### src/rtl/bitmap_text_plotter_macros.svh
// ---------------------------------------------------------------------------
// Bitmap text plotter assertion macros
// Shared concurrent assertion forms, clocked on clk, disabled in reset.
// ---------------------------------------------------------------------------
`ifndef BITMAP_TEXT_PLOTTER_MACROS_SVH
`define BITMAP_TEXT_PLOTTER_MACROS_SVH

// same-cycle implication
`define BTP_ASSERT_NOW(lbl, ante, cons, msg) \
	lbl: assert property (@(posedge clk) disable iff (!arst_n) (ante) |-> (cons)) \
		else $error(msg);

// next-cycle implication
`define BTP_ASSERT_NEXT(lbl, ante, cons, msg) \
	lbl: assert property (@(posedge clk) disable iff (!arst_n) (ante) |=> (cons)) \
		else $error(msg);

`endif

### src/rtl/btp_pkg.sv
// ---------------------------------------------------------------------------
// Bitmap text plotter package
// Geometry constants, command types, font table and clipping helpers.
// ---------------------------------------------------------------------------
`timescale 1ns / 1ps

package btp_pkg;

	localparam int FRAME_WIDTH  = 400;
	localparam int FRAME_HEIGHT = 300;
	localparam int ROW_BYTES    = (FRAME_WIDTH + 7) / 8;
	localparam int FRAME_BYTES  = ROW_BYTES * FRAME_HEIGHT;
	localparam int AW           = $clog2(FRAME_BYTES);
	localparam int XW           = $clog2(FRAME_WIDTH);
	localparam int YW           = $clog2(FRAME_HEIGHT);
	localparam int BCOL_W       = (ROW_BYTES > 1) ? $clog2(ROW_BYTES) : 1;
	localparam int PW           = BCOL_W + 3;
	localparam int GLYPH_COUNT  = 40;
	localparam int GLYPH_COLS   = 5;
	localparam int GLYPH_ROWS   = 7;

	localparam logic [1:0] KIND_CLEAR = 2'd0;
	localparam logic [1:0] KIND_FILL  = 2'd1;
	localparam logic [1:0] KIND_CHAR  = 2'd2;
	localparam logic [1:0] KIND_READ  = 2'd3;

	typedef enum logic [2:0] {
		OP_NOP,
		OP_CLEAR,
		OP_FILL,
		OP_GLYPH,
		OP_READ
	} op_t;

	typedef struct packed {
		logic          empty;
		logic [XW-1:0] x0;
		logic [XW-1:0] x1m1;
		logic [YW-1:0] y0;
		logic [YW-1:0] y1m1;
	} rect_t;

	typedef struct packed {
		op_t                op;
		rect_t              rect;
		logic signed [10:0] gx;
		logic signed [10:0] gy;
		logic [3:0]         scale;
		logic [5:0]         slot;
		logic [AW-1:0]      addr;
	} cmd_t;

	typedef struct packed {
		logic valid;
		cmd_t cmd;
	} head_t;

	typedef struct packed {
		logic pop;
		logic init_done;
	} back_ctl_t;

	typedef struct packed {
		logic       valid;
		logic [5:0] slot;
	} glyph_t;

	// columns of each glyph, bit r is row r; A..Z, 0..9, '-', '.', ':', '/'
	localparam logic [6:0] FONT [GLYPH_COUNT][GLYPH_COLS] = '{
		'{7'h7E, 7'h11, 7'h11, 7'h11, 7'h7E}, '{7'h7F, 7'h49, 7'h49, 7'h49, 7'h36},
		'{7'h3E, 7'h41, 7'h41, 7'h41, 7'h22}, '{7'h7F, 7'h41, 7'h41, 7'h22, 7'h1C},
		'{7'h7F, 7'h49, 7'h49, 7'h49, 7'h41}, '{7'h7F, 7'h09, 7'h09, 7'h09, 7'h01},
		'{7'h3E, 7'h41, 7'h49, 7'h49, 7'h3A}, '{7'h7F, 7'h08, 7'h08, 7'h08, 7'h7F},
		'{7'h00, 7'h41, 7'h7F, 7'h41, 7'h00}, '{7'h20, 7'h40, 7'h41, 7'h3F, 7'h01},
		'{7'h7F, 7'h08, 7'h14, 7'h22, 7'h41}, '{7'h7F, 7'h40, 7'h40, 7'h40, 7'h40},
		'{7'h7F, 7'h02, 7'h0C, 7'h02, 7'h7F}, '{7'h7F, 7'h04, 7'h08, 7'h10, 7'h7F},
		'{7'h3E, 7'h41, 7'h41, 7'h41, 7'h3E}, '{7'h7F, 7'h09, 7'h09, 7'h09, 7'h06},
		'{7'h3E, 7'h41, 7'h51, 7'h21, 7'h5E}, '{7'h7F, 7'h09, 7'h19, 7'h29, 7'h46},
		'{7'h26, 7'h49, 7'h49, 7'h49, 7'h32}, '{7'h01, 7'h01, 7'h7F, 7'h01, 7'h01},
		'{7'h3F, 7'h40, 7'h40, 7'h40, 7'h3F}, '{7'h1F, 7'h20, 7'h40, 7'h20, 7'h1F},
		'{7'h3F, 7'h40, 7'h38, 7'h40, 7'h3F}, '{7'h63, 7'h14, 7'h08, 7'h14, 7'h63},
		'{7'h07, 7'h08, 7'h70, 7'h08, 7'h07}, '{7'h61, 7'h51, 7'h49, 7'h45, 7'h43},
		'{7'h3E, 7'h51, 7'h49, 7'h45, 7'h3E}, '{7'h00, 7'h42, 7'h7F, 7'h40, 7'h00},
		'{7'h42, 7'h61, 7'h51, 7'h49, 7'h46}, '{7'h21, 7'h41, 7'h45, 7'h4B, 7'h31},
		'{7'h18, 7'h14, 7'h12, 7'h7F, 7'h10}, '{7'h27, 7'h45, 7'h45, 7'h45, 7'h39},
		'{7'h3C, 7'h4A, 7'h49, 7'h49, 7'h30}, '{7'h01, 7'h71, 7'h09, 7'h05, 7'h03},
		'{7'h36, 7'h49, 7'h49, 7'h49, 7'h36}, '{7'h06, 7'h49, 7'h49, 7'h29, 7'h1E},
		'{7'h08, 7'h08, 7'h08, 7'h08, 7'h08}, '{7'h00, 7'h60, 7'h60, 7'h00, 7'h00},
		'{7'h00, 7'h00, 7'h36, 7'h36, 7'h00}, '{7'h20, 7'h10, 7'h08, 7'h04, 7'h02}
	};

	function automatic glyph_t glyph_slot(input logic [7:0] code);
		logic [7:0] c;
		glyph_t     g;
		g = '0;
		c = code;
		if (c inside {[8'h61:8'h7A]}) c = c - 8'h20;
		if (c inside {[8'h41:8'h5A]}) begin
			g.valid = 1'b1;
			g.slot  = 6'(c - 8'h41);
		end else if (c inside {[8'h30:8'h39]}) begin
			g.valid = 1'b1;
			g.slot  = 6'(c - 8'h30) + 6'd26;
		end else if (c == 8'h2D) begin
			g.valid = 1'b1;
			g.slot  = 6'd36;
		end else if (c == 8'h2E) begin
			g.valid = 1'b1;
			g.slot  = 6'd37;
		end else if (c == 8'h3A) begin
			g.valid = 1'b1;
			g.slot  = 6'd38;
		end else if (c == 8'h2F) begin
			g.valid = 1'b1;
			g.slot  = 6'd39;
		end
		return g;
	endfunction

	function automatic logic [6:0] font_col(input logic [5:0] slot, input logic [2:0] col);
		logic [6:0] bits;
		bits = '0;
		if (slot < 6'(GLYPH_COUNT) && col < 3'(GLYPH_COLS)) bits = FONT[slot][col];
		return bits;
	endfunction

	function automatic rect_t clip_rect(input logic signed [12:0] x, input logic signed [12:0] y,
		input logic [9:0] w, input logic [9:0] h);
		logic signed [13:0] xs, ys, xe, ye, x0, y0, x1, y1;
		rect_t r;
		xs = 14'(x);
		ys = 14'(y);
		xe = xs + $signed({4'b0, w});
		ye = ys + $signed({4'b0, h});
		x0 = (xs < 0) ? 14'sd0 : xs;
		y0 = (ys < 0) ? 14'sd0 : ys;
		x1 = (xe > 14'(FRAME_WIDTH)) ? 14'(FRAME_WIDTH) : xe;
		y1 = (ye > 14'(FRAME_HEIGHT)) ? 14'(FRAME_HEIGHT) : ye;
		r.empty = (x1 <= x0) || (y1 <= y0);
		r.x0    = XW'(x0);
		r.x1m1  = XW'(x1 - 14'sd1);
		r.y0    = YW'(y0);
		r.y1m1  = YW'(y1 - 14'sd1);
		return r;
	endfunction

endpackage

### src/rtl/btp_front.sv
// ---------------------------------------------------------------------------
// Bitmap text plotter front end
// Accepts commands, clips rectangles, resolves glyphs and queues the result.
// ---------------------------------------------------------------------------
`timescale 1ns / 1ps

module btp_front import btp_pkg::*; (
	input  logic               clk,
	input  logic               arst_n,
	input  logic               cmd_valid,
	output logic               cmd_stall,
	input  logic [1:0]         kind,
	input  logic signed [10:0] origin_x,
	input  logic signed [10:0] origin_y,
	input  logic [9:0]         rect_width,
	input  logic [9:0]         rect_height,
	input  logic [7:0]         char_code,
	input  logic [3:0]         scale,
	input  logic [13:0]        byte_addr,
	output head_t              head,
	input  back_ctl_t          bctl
);
`include "bitmap_text_plotter_macros.svh"

	cmd_t       ent;
	cmd_t       ent_q [2];
	logic [1:0] count_q;
	logic       wp_q, rp_q;
	logic       push;
	glyph_t     gs;
	rect_t      rr;

	always_comb begin
		gs = glyph_slot(char_code);
		rr = clip_rect(13'(origin_x), 13'(origin_y), rect_width, rect_height);
		ent       = '0;
		ent.rect  = rr;
		ent.gx    = origin_x;
		ent.gy    = origin_y;
		ent.scale = scale;
		ent.slot  = gs.slot;
		ent.addr  = AW'(byte_addr);
		case (kind)
			KIND_CLEAR: ent.op = OP_CLEAR;
			KIND_FILL:  ent.op = rr.empty ? OP_NOP : OP_FILL;
			KIND_CHAR:  ent.op = (gs.valid && scale != 4'd0) ? OP_GLYPH : OP_NOP;
			KIND_READ:  ent.op = (byte_addr < 14'(FRAME_BYTES)) ? OP_READ : OP_NOP;
			default:    ent.op = OP_NOP;
		endcase
	end

	assign cmd_stall  = !bctl.init_done || count_q == 2'd2;
	assign push       = cmd_valid && !cmd_stall;
	assign head.valid = count_q != 2'd0;
	assign head.cmd   = ent_q[rp_q];

	always_ff @(posedge clk) begin
		if (push) ent_q[wp_q] <= ent;
	end

	always_ff @(posedge clk or negedge arst_n) begin
		if (!arst_n) begin
			count_q <= '0;
			wp_q    <= 1'b0;
			rp_q    <= 1'b0;
		end else begin
			if (push) wp_q <= !wp_q;
			if (bctl.pop) rp_q <= !rp_q;
			count_q <= count_q + 2'(push) - 2'(bctl.pop);
		end
	end

	`BTP_ASSERT_NOW(a_queue_bound, 1'b1, count_q == 2'd0 || count_q == 2'd1 || count_q == 2'd2, "queue overrun")
	`BTP_ASSERT_NOW(a_pop_nonempty, bctl.pop, count_q != 2'd0, "pop from empty queue")
	`BTP_ASSERT_NOW(a_full_stall, count_q == 2'd2, cmd_stall, "full queue not stalling")

endmodule

### config.mk
export PLATFORM = sky130hd
export DESIGN_NAME = btp_front
export DESIGN_NICKNAME = d
export VERILOG_FILES = /design/src/rtl/btp_pkg.sv /design/src/rtl/btp_front.sv
export VERILOG_INCLUDE_DIRS = /design/src /design/src/rtl
export SDC_FILE = /design/constraint.sdc
export NUM_CORES = 1
export LEC_CHECK = 0
export ABC_AREA = 1
export BUFFER_PORTS_ARGS = -buffer_cell sky130_fd_sc_hd__buf_2
export CAP_MARGIN = 20
export CORE_ASPECT_RATIO = 1.1
export CORE_UTILIZATION = 55
export DETAILED_ROUTE_END_ITERATION = 6
export PLACE_DENSITY_LB_ADDON = 0.05
export SLEW_MARGIN = 20
export SYNTH_ARGS = -nofsm -noshare
export SYNTH_HDL_FRONTEND = slang
export SYNTH_SLANG_ARGS = --single-unit
export TNS_END_PERCENT = 50
### constraint.sdc
create_clock -name clk -period 14.84 [get_ports clk]
set_clock_uncertainty 0.2 [all_clocks]
set_input_delay 1.484 -clock clk [delete_from_list [all_inputs] [get_ports clk]]
set_output_delay 1.484 -clock clk [all_outputs]
set_load 0.01 [all_outputs]
; Yosys cells after proc, flatten, opt, wreduce, memory -nomap -nowiden
; Memories as Yosys holds them, arrays and structs flattened.
; Cells that the tools add are included.
[totals]
regBits = 4
mem_bits_rw = 172
out_inout_bits = 88
elab_cells = 66
n_memories = 1
[classes]
n_addsub = 10
magnitude_cmp = 13
n_eq_ne = 8
muxes = 17
reduce_logical = 14
[mem_list]
columns = name, depth, word_bits, read_ports, rd_ports_with_merged_regs, wr, line
row1 = ent_q, 2, 86, 1, 0, 1, btp_front.sv:26  ; cmd_t ent_q [2];
[ops]
columns = cell, count
row1 = 14-bit 2-to-1 mux, 4
row2 = 7-bit 2-to-1 mux, 6
row3 = 8-bit by 6-bit equality test with 1-bit output (second input constant), 4
row4 = 14-bit less-or-equal comparator, 2
row5 = 11-bit by 11-bit adder with 12-bit output, 2
row6 = 12-bit by 10-bit greater-than comparator with 1-bit output (second input constant), 2
row7 = 11-bit by 1-bit < comparator with 1-bit output (second input constant), 2
row8 = 9-bit by 2-bit subtractor with 9-bit output (second input constant), 2
row9 = 8-bit by 7-bit greater-or-equal comparator with 1-bit output (second input constant), 2
row10 = 8-bit by 7-bit less-or-equal comparator with 1-bit output (second input constant), 2
row11 = 14-bit < comparator (second input constant), 1
row12 = 3-bit one-hot mux with 4 select lines, 1
row13 = 8-bit by 6-bit greater-or-equal comparator with 1-bit output (second input constant), 1
row14 = 8-bit by 6-bit less-or-equal comparator with 1-bit output (second input constant), 1
row15 = 8-bit 2-to-1 mux, 1
row16 = 8-bit by 6-bit subtractor with 8-bit output (second input constant), 1
row17 = 6-bit by 5-bit adder with 6-bit output (second input constant), 1
row18 = 2-bit equality test (second input constant), 3
row19 = 6-bit by 1-bit subtractor with 6-bit output (second input constant), 1
row20 = 6-bit subtractor (second input constant), 1
row21 = 1-bit logical AND, 5
row22 = 1-bit logical NOT, 4
row23 = 2-bit 2-to-1 mux, 2
row24 = 4-bit nonzero test, 1
row25 = 8 further kinds, 10

; Depth between registers and ports, before layout
[depth]
word_depth = 13
ltp_mapped = 28

; Worst setup path before layout
; OpenSTA, ideal clock, no wires.
[synth_timing]
path_kind = input -> register
from = in cmd_valid
to = mem ent_q[0][0] (netlist bit) (enable)
arrival_time_ps = 5235
required_ps = 14108
slack_ps = 8873
path_stages = 2
cell_sequence = nand3_1 nor2_1
[synth_between]
elab_chain_cells = 3
[synth_rtl]
columns = item, line
row1 = start: declaration, btp_front.sv:10  ; input logic cmd_valid,
row2 = 1-bit logical AND, btp_front.sv:53  ; assign push = cmd_valid && !cmd_stall;
row3 = 1-bit 2-to-1 mux, btp_front.sv:58  ; if (push) ent_q[wp_q] <= ent;
row4 = 1-bit 2-to-1 mux (implied by the code), btp_front.sv:58
row5 = end: declaration, btp_front.sv:26
; No other way between the ends.

==> results.toml <==
[power]
leakagePower_uw = 0.004695
ir_worst_vdd_mv = 0.1573
pwr_density_cell_mw_per_mm2 = 148.2
power.total_uw = 1623

[clock_network]
cts_root_buffer = "clkbuf_16"
cts_resized = 0
clk_pin_slew_worst_paths_ns = 0.07
clock_latency_ns = 0.43
cts_hold_buf = 0
cts.htree.levels = 4
clock_sinks = 176
numCtsBuffers = 17
clockBufferDepth = 2
cts_setup_buffers = 0
cts_tree = "built"

[global_routing]
grt_max_degree = 88
overflow = 0
grt_pass1_wl_um = 32130
antenna_found_initial = 0
grt_pass1_vias = 6484
grt_usage_pct = 24.02

[yosys]
ys_types = 50
async_flop_share_pct = 2.273
ys_seq_area_share_pct = 56.64
synth-seq-cells = 176
syn_inst = 803
synth-edff-count = 172
synth_top_flop_cell = "edfxtp_1"
avgSynthCellArea_um2 = 11.58
syn_area_mm2 = 0.009296
yosys_warnings = 0
synth_nets = 931

[die]
fp.dieH_um = 138.4
die_w_um = 126.0
start_util_pct = 56.58
die_area_mm2 = 0.01743
coreArea_mm2 = 0.01643
placementRows = 49
io_pins = 163

[run_status]
outcome = "finished clean"

[placed_design]
dp.final_hpwl_um = 14760
port_buffers = 162
gp_congestion = 0.8805
placed_area_mm2 = 0.01034

[critical_path]
endpoint_kind = "register"
slowest_stage = "fa_1"
crit_arrival_ns = 4.77
crit_type = "input port to register"
cp.required_ns = 14.82
crit_chain = "buf_2 > ha_1 > fa_1 > nand2_1 > nand2_1 > nand3_1 > nand2_2 > inv_2 > nand3_1 > nand3_1 > nand2_1 > nand3_1 > nand3_2 > nand2_1 > inv_2 > ha_1 > a21oi_1 > nor2_1 > a2111oi_0 > nand2_1 > nand4_1 > nand2_1"
slowest_delay_ns = 0.45
worst-r2r-cell-count = 4
crit_path_max_fanout = 11
r2r_slack_ns = 12.06
cp-start-kind = "input port"
worstReg2RegStart = "count_q[1]$_DFF_PN0_"
cpMostUsedCell = "nand2_1"
r2r-end = "ent_q[0][73]$_DFFE_PP_"

[timing]
fin_tns_setup_ns = 0
relSlewSlack_pct = 39.49
hold_viol_final = 0
period_share_pct = 32.25
period_needed_ns = 4.785
report.final.slew_viol_count = 0
timing.fmax_ghz = 0.2090
rsz0062_at_grt = "no"
max_slew.worst_pin.slew_ns = 0.9077
setup_viol = 0

[cells_and_area]
final_net_count = 1102
drive_above_1_share_pct = 33.84
finalInstanceArea_mm2 = 0.01095
antenna_cells = 0
n_fill_cell = 1304
area_delta_synth_final_pct = 17.77

[hold_path]
whs_endpoint = "count_q[0]$_DFF_PN0_"
whs_path_depth = 1
min_from = "count_q[0]$_DFF_PN0_"
min_path_type = "register to register"

[detailed_routing]
drc = 0
post_drt_wl_per_cell_um = 16.89
drt_iter0_drc = 308
vias_per_cell = 5.400
vias = 6431
drt_wl_total_um = 20120
firstDrtPassIters = 5
ant_nets = 0

[job]
max_cap_viol_count = 0
==> cells in the final DEF, fill, tap and decap left out, types with 3 or more instances in the layout <==
master | Yosys | layout
a21oi_1 | 19 | 19
a21oi_2 | 3 | 3
buf_2 | 0 | 162
clkbuf_16 | 0 | 17
clkinv_1 | 2 | 6
dfrtp_1 | 4 | 3
edfxtp_1 | 172 | 172
ha_1 | 51 | 51
inv_1 | 99 | 99
inv_2 | 8 | 8
inv_6 | 0 | 5
mux2_2 | 86 | 86
nand2_1 | 135 | 135
nand2_2 | 20 | 20
nand3_1 | 46 | 46
nand3_2 | 3 | 3
nand3b_1 | 3 | 3
nand4_1 | 10 | 10
nor2_1 | 38 | 36
nor2_4 | 4 | 6
nor3_1 | 5 | 5
nor3_2 | 4 | 4
o211ai_1 | 3 | 3
o21ai_0 | 20 | 20
o21ai_1 | 3 | 3
xnor2_1 | 6 | 6
xor2_1 | 17 | 17
==> state kept, by name, indices dropped and copies added (netlist names) <==
signal and flops:
count_q 2, rp_q 1, wp_q 1, ent_q 172
==> final cells by class <==
class / instances / area [um2] / area share [%]
Timing Repair Buffer: 165 / 857.1 / 7.829
Sequential cell: 176 / 5269 / 48.13
Clock inverter: 15 / 155.1 / 1.417
Clock buffer: 17 / 425.4 / 3.886
Inverter: 110 / 415.4 / 3.794
Tap cell: 204 / 255.2 / 2.331
Multi-Input combinational cell: 504 / 3571 / 32.62
==> worst max path at each step <==
| stage | from | to |
|---|---|---|
| final | origin_y[0] | ent_q[0][84]$_DFFE_PP_ |
| after global placement | origin_y[0] | ent_q[0][84]$_DFFE_PP_ |
| after floorplan | cmd_valid | ent_q[0][0]$_DFFE_PP_ |
| after CTS | origin_y[0] | ent_q[0][84]$_DFFE_PP_ |
| after global routing | origin_y[0] | ent_q[0][84]$_DFFE_PP_ |
| after detailed placement | origin_y[0] | ent_q[0][84]$_DFFE_PP_ |
==> routing by layer <==
| metal | part of all wire, % | up-vias | global-route usage (%) |
|---|---|---|---|
| li1 | - | 3149 | - |
| met1 | 41 | 3095 | 28.09 |
| met2 | 53 | 160 | 44.40 |
| met3 | 3.7 | 27 | 4.102 |
| met4 | 1.5 | 0 | 7.800 |
| met5 | 0 | - | 0 |
==> cells in the mapped netlist (all sizes together), types with 2 or more instances <==
cell | n | area, um2
edfxtp | 172 | 5165
nand2 | 157 | 654.4
inv | 108 | 407.9
mux2 | 86 | 968.4
ha | 51 | 638.1
nand3 | 49 | 260.3
nor2 | 44 | 200.2
o21ai | 25 | 132.6
a21oi | 22 | 121.4
xor2 | 18 | 165.2
nand4 | 11 | 75.07
nor3 | 9 | 65.06
buf | 7 | 37.54
clkbuf | 6 | 22.52
xnor2 | 6 | 52.55
dfrtp | 4 | 100.1
nand3b | 3 | 22.52
o211ai | 3 | 22.52
a21boi | 2 | 15.01
a31oi | 2 | 12.51
clkinv | 2 | 7.510
fa | 2 | 40.04
o2111ai | 2 | 17.52
==> critical path, delay by kind of cell <==
kind	cells	cell delay, ns
compound gates	2	0.55
buf+inv	3	0.28
fa+ha+maj	3	0.98
simple gates	14	1.50
==> power by group <==
group	total [uW]	switching (uW)	internal, uW
clock	445	195	250
sequential	665	36.5	629
combinational	512	284	227
==> per-stage QoR <==
stage               setup slack, ns  hold WS, ns  instances  util (%)
global route                  9.787       0.3864       1191     66.63
floorplan                     8.873       0.2928        803         -
detailed placement            9.645       0.3412       1158     62.91
finish                        10.05       0.3477       1191     66.63
global placement              9.787       0.3016       1158     62.91
CTS                           10.09       0.3567       1190     66.44
==> cell families (layout without fill, tap and decap cells) <==
family | Yosys count | after routing | share of synthesized area [%]
buf+inv | 123 | 307 | 5.115
simple gates | 276 | 276 | 13.94
flops | 176 | 176 | 56.64
xor+xnor | 24 | 24 | 2.342
compound gates | 65 | 65 | 4.253
fa+ha+maj | 53 | 53 | 7.295
mux | 86 | 86 | 10.42
No activity file was read; power rests on OpenSTA's default activity.
